===== src/rtl/mfsgd_pkg.sv =====
`timescale 1ns / 1ps

package mfsgd_pkg;

	// table geometry
	localparam int ROW_AW  = 12;
	localparam int COL_AW  = 12;
	localparam int FAC_AW  = 5;
	localparam int FACT_W  = 6;
	localparam int RFA_AW  = ROW_AW + FAC_AW;
	localparam int CFA_AW  = COL_AW + FAC_AW;
	localparam logic [FACT_W-1:0] FACTORS = 6'd32;

	// opcodes
	localparam logic [2:0] OP_WR_ROW = 3'd0;
	localparam logic [2:0] OP_WR_COL = 3'd1;
	localparam logic [2:0] OP_RD_ROW = 3'd2;
	localparam logic [2:0] OP_RD_COL = 3'd3;
	localparam logic [2:0] OP_TRAIN  = 3'd4;
	localparam logic [2:0] OP_EVAL   = 3'd5;

	// configuration register indexes
	localparam logic [2:0] CFG_LR   = 3'd0;
	localparam logic [2:0] CFG_BD   = 3'd1;
	localparam logic [2:0] CFG_FD   = 3'd2;
	localparam logic [2:0] CFG_GM   = 3'd3;
	localparam logic [2:0] CFG_AF   = 3'd4;

	typedef struct packed {
		logic [2:0]         opcode;
		logic [11:0]        row_index;
		logic [11:0]        col_index;
		logic [5:0]         slot;
		logic signed [31:0] value;
	} in_t;

	typedef struct packed {
		logic signed [31:0] residual;
		logic signed [31:0] read_data;
		logic               saturated;
	} out_t;

	// request to the shared multiplier
	typedef struct packed {
		logic signed [32:0] a;
		logic signed [32:0] b;
	} mul_req_t;

	// clip to signed 32 bits; top bit is the clip flag
	function automatic logic [32:0] sat32(input logic signed [47:0] x);
		logic [32:0] r;
		if (x > 48'sd2147483647)
			r = {1'b1, 32'h7fff_ffff};
		else if (x < -48'sd2147483648)
			r = {1'b1, 32'h8000_0000};
		else
			r = {1'b0, x[31:0]};
		return r;
	endfunction

endpackage


===== src/rtl/mfsgd_mul.sv =====
`timescale 1ns / 1ps

// shared signed multiplier, product registered
module mfsgd_mul (
	input  logic                clk,
	input  mfsgd_pkg::mul_req_t req,
	output logic signed [65:0]  p
);

	logic signed [65:0] p_q;

	always_ff @(posedge clk) begin
		p_q <= req.a * req.b;
	end

	assign p = p_q;

endmodule


===== config.mk =====
export PLATFORM = sky130hd
export DESIGN_NAME = mfsgd_mul
export DESIGN_NICKNAME = d
export VERILOG_FILES = /design/src/rtl/mfsgd_pkg.sv /design/src/rtl/mfsgd_mul.sv
export SDC_FILE = /design/constraint.sdc
export NUM_CORES = 2
export LEC_CHECK = 0
export BUFFER_PORTS_ARGS = -buffer_cell sky130_fd_sc_hd__buf_4
export CAP_MARGIN = 20
export CORE_MARGIN = 5
export CORE_UTILIZATION = 40
export CTS_BUF_LIST = sky130_fd_sc_hd__clkbuf_8
export DETAILED_ROUTE_END_ITERATION = 16
export PLACE_DENSITY = 0.58
export SLEW_MARGIN = 20
export SYNTH_ARGS = -nofsm -noshare
export SYNTH_HDL_FRONTEND = slang
export SYNTH_SLANG_ARGS = --single-unit

===== constraint.sdc =====
create_clock -name clk -period 24.5 [get_ports clk]
set_input_delay 7.35 -clock clk [delete_from_list [all_inputs] [get_ports clk]]
set_output_delay 7.35 -clock clk [all_outputs]
set_load 0.01 [all_outputs]

# Word level (Yosys, flattened, before mapping)
# Index checks and enable logic that the tools add are counted.
word_totals:
  reg_bits: 66
  wordCells: 2
classes:
  n_mul: 1
ops:
  columns: ["operator", "count"]
  rows:
  - ["33-bit by 33-bit multiplier with 66-bit output", 1]

# Longest topological paths before layout
logic_depth:
  ltp_word: 1
  depth_mapped: 27

# Worst setup path before layout
# No wires, ideal clock.
synth_path:
  kind: "input to register"
  start: "in req[65] (netlist name)"
  end: "reg p_q[62], in the netlist p[62]"
  setup_ns: 0.079
  arrival_time_ns: 14.507
  path_slack_ns: 9.914
  stages: 23
  path_cell_list: "clkbuf_1 -> nand2_1 -> inv_1 -> fa_1 -> fa_1 -> fa_1 -> fa_1 -> fa_1 -> fa_1 -> fa_1 -> inv_1 -> fa_1 -> inv_1 -> ha_1 -> clkbuf_1 -> and3_1 -> nand3_1 -> nand2b_1 -> a2111oi_4 -> a211oi_4 -> a21o_2 -> a21o_1 -> a211oi_2"
synth_via:
  elab_chain_cells: 1
synth_rtl:
  columns: ["item", "line", "text"]
  rows:
  - ["start, declared", "mfsgd_mul.sv:6", "input mfsgd_pkg::mul_req_t req,"]
  - ["33-bit by 33-bit multiplier with 66-bit output", "mfsgd_mul.sv:13", "p_q <= req.a * req.b;"]
  - ["end signal, assigned", "mfsgd_mul.sv:13", null]
  - ["end, declared", "mfsgd_mul.sv:10", "logic signed [65:0] p_q;"]
# No other way between the ends.

# Worst setup path in the final report
layout_path:
  start: "in req[6] (netlist name)"
  end: "reg p_q[62], in the netlist p[62]"
# The elaborated chain is that of the path after synthesis.

==> out/results.tsv <==
stage	metric	value	unit
status	status	complete, no violations	
clock_network	ctsLongestPathBuffers	2	
setup_path	startpoint	req[6]	
floorplanning	ios	133	
floorplanning	die_area	0.108	sq mm
sta	worstMarginPinSlew	1.04	ns
place	gp_congestion	0.931	
sta	finalSetupViolations	0	
routing	final_antenna_net_count	0	
clock_network	numCtsBuffers	9	
setup_path	worst-path-max-fanout	33	
synthesis	synth.distinct_cells	80	
routing	wirelength	112000	microns
sta	rsz0062_at_grt	no	
synthesis	ys_seq_elements	66	
sta	slew_headroom	30.5	%
synthesis	synthesis.area	0.0407	sq mm
clock_network	ctsHoldBuffers	0	
synthesis	yosysSeqAreaShare	3.24	%
synthesis	synth-edff-count	0	
routing	dr_total_vias	28100	
synthesis	yosys.area.top_type_share	56.3	%
worst_hold_path	min_path_cells	2	
routing	first_pass_iters	5	
place	dp_hpwl	90700	microns
setup_path	worst_setup_path_end_kind	flip-flop	
synthesis	synth_warnings	0	
sta	finalCritPeriodShare	61.6	%
global_routing	grt_pass1_vias	31100	
clock_network	clock_tree.htree_level_count	3	
global_routing	grt.total_usage	21.7	%
sta	finalSetupTns	0	ns
worst_hold_path	hold_path.class	in2reg	
synthesis	synth_top_area_cell	fa_1	
clock_network	post_cts_resized	0	
global_routing	grt.overflow.total	0	
layout	nets	5695	
clock_network	cts_root_buf	clkbuf_8	
place	numPortBuffers	132	
clock_network	tritoncts	built	
layout	drive_gt1_share	4.50	%
floorplanning	row_count	117	
layout	area_growth	5.16	%
sta	hold_viol_final	0	
setup_path	crit_type	in2reg	
synthesis	postSynthAreaPerCell	9.39	sq um
worst_hold_path	hold-path-endpoint	p[0]$_DFF_P_	
clock_network	postCtsSetupBuffers	0	
setup_path	arrival	15.48	ns
sta	max_freq	66.3	MHz
synthesis	synth_flop_cell	dfxtp_1	
routing	post-route-drc-count	0	
global_routing	grt_max_degree	34	
setup_path	cp.required	24.89	ns
floorplanning	initial_core_util	40.2	%
global_routing	grt_first_pass_wirelength	181000	microns
sta	slew_viol_final	0	
routing	drt_iter0_drc	1521	
floorplanning	die_w	329	microns
routing	via_per_inst	4.98	
clock_network	cts.sinks	66	
clock_network	cts.clk_slew.worst_paths	0.08	ns
run	maxCapViolCount	0	
setup_path	cp-start-kind	input pin	
synthesis	syn_nets	5767	
worst_hold_path	min-delay-start	req[0]	
sta	period_needed	15.09	ns
routing	routedWlPerCell	19.8	microns
floorplanning	die_height	329	microns
synthesis	syn_inst	4338	
floorplanning	fp.coreArea	0.101	sq mm
synthesis	async_flop_share	0	%
synthesis	synthTopCellsByArea	fa_1, inv_1, and2_1	
global_routing	grt_antenna_before_repair	4	
layout	largest_reg_flops	66	
-- layer usage --
metal	track usage, %	vias to the layer above	part of all wire (%)
li1	-	12200	-
met1	28.6	15000	41
met2	36.9	741	49
met3	3.82	169	6.0
met4	6.72	2	3.3
met5	0	-	0.012
-- worst max-delay path by stage --
stage               depth (start not counted)       endpoint  slack [ns]
floorplan                                  23  p[62]$_DFF_P_        9.91
global placement                           24  p[62]$_DFF_P_        9.11
detailed placement                         24  p[58]$_DFF_P_        8.97
CTS                                        24  p[62]$_DFF_P_        9.46
global route                               24  p[62]$_DFF_P_        9.06
finish                                     24  p[62]$_DFF_P_        9.41
-- per-stage QoR --
stage | util, % | area, sq um | hold slack, ns | setup slack, ns | std cells
after global placement | 42.0 | 42600 | 7.74 | 9.11 | 5623
after detailed placement | 42.0 | 42600 | 7.74 | 8.97 | 5623
after floorplan | - | 40700 | 7.48 | 9.91 | 4338
after global routing | 42.2 | 42800 | 7.36 | 9.06 | 5641
after CTS | 42.2 | 42800 | 7.32 | 9.46 | 5639
final | 42.2 | 42800 | 7.39 | 9.41 | 5642
-- critical path, cell delays in order --
cell       delay, ns
buf_4           0.38
nand2_1         0.23
inv_1           0.13
fa_1            0.48
fa_1            0.55
inv_1           0.13
fa_1            0.57
inv_1           0.07
fa_1            1.20
fa_1            0.59
fa_1            0.52
fa_1            0.50
inv_1           0.05
fa_1            0.48
inv_1           0.05
ha_1            0.41
and3_1          0.18
nand3_1         0.16
nand2b_1        0.28
a2111oi_4       0.39
a211oi_4        0.11
a21o_2          0.27
a21o_1          0.17
a211oi_2        0.16
-- cell type report --
class                           instances  area [sq um]
Clock inverter                          7          70.1
Multi-Input combinational cell       2920         34300
Sequential cell                        66          1320
Timing Repair Buffer                  138          1040
Inverter                             1131          4250
Antenna cell                            3          7.51
Clock buffer                            9           124
Fill cell                           10100         58600
Tap cell                             1368          1710
-- layout by cell type, fill, tap and decap left out, types with 4 or more instances in the layout --
cell type | Yosys | routed
dfxtp_1 | 66 | 66
nand4_1 | 11 | 11
and3_1 | 5 | 5
nand2_1 | 551 | 551
xor2_1 | 25 | 25
nor3_1 | 7 | 7
nor2b_1 | 5 | 5
ha_1 | 217 | 217
a21oi_1 | 57 | 56
a21oi_2 | 3 | 4
nand3_1 | 25 | 25
a211o_1 | 6 | 6
and2_1 | 562 | 562
a211oi_1 | 7 | 7
o21ai_0 | 25 | 25
fa_1 | 1145 | 1145
o21bai_1 | 11 | 11
xnor2_1 | 43 | 43
o211ai_1 | 4 | 4
nor2_1 | 68 | 68
o21ai_1 | 6 | 6
inv_1 | 1131 | 1131
a21o_1 | 36 | 36
clkbuf_8 | 0 | 9
o21a_1 | 6 | 6
a31oi_1 | 8 | 8
and4_1 | 5 | 5
nand2b_1 | 12 | 12
buf_4 | 0 | 138
-- synthesized netlist by cell type, types with 3 or more instances --
| cell | count |
|---|---|
| fa_1 | 1145 |
| inv_1 | 1131 |
| and2_1 | 562 |
| nand2_1 | 551 |
| ha_1 | 217 |
| clkbuf_1 | 208 |
| nor2_1 | 68 |
| dfxtp_1 | 66 |
| a21oi_1 | 57 |
| xnor2_1 | 43 |
| a21o_1 | 36 |
| nand3_1 | 25 |
| o21ai_0 | 25 |
| xor2_1 | 25 |
| nand2b_1 | 12 |
| buf_2 | 11 |
| nand4_1 | 11 |
| o21bai_1 | 11 |
| a31oi_1 | 8 |
| a211oi_1 | 7 |
| nor3_1 | 7 |
| a211o_1 | 6 |
| o21a_1 | 6 |
| o21ai_1 | 6 |
| and3_1 | 5 |
| and4_1 | 5 |
| nor2b_1 | 5 |
| o211ai_1 | 4 |
| a211oi_2 | 3 |
| a21oi_2 | 3 |
| o31ai_4 | 3 |
| or2_2 | 3 |
| or3_1 | 3 |
-- logic make-up (layout without fill, tap and decap cells) --
kind of cell / after synthesis / after routing / synth area share [%]
buffers and inverters: 1352 / 1285 / 12.5
flip-flops: 66 / 66 / 3.24
other: 0 / 3 / 0
XOR/XNOR: 68 / 68 / 1.46
adder cells (fa/ha/maj): 1362 / 1362 / 62.9
AO/OA/AOI/OAI: 219 / 219 / 4.07
AND/OR/NAND/NOR: 1271 / 1271 / 15.8
Power is left out: the tool's default activity adds up to more than one toggle a clock period on the data nets, which glitch-free logic cannot reach.
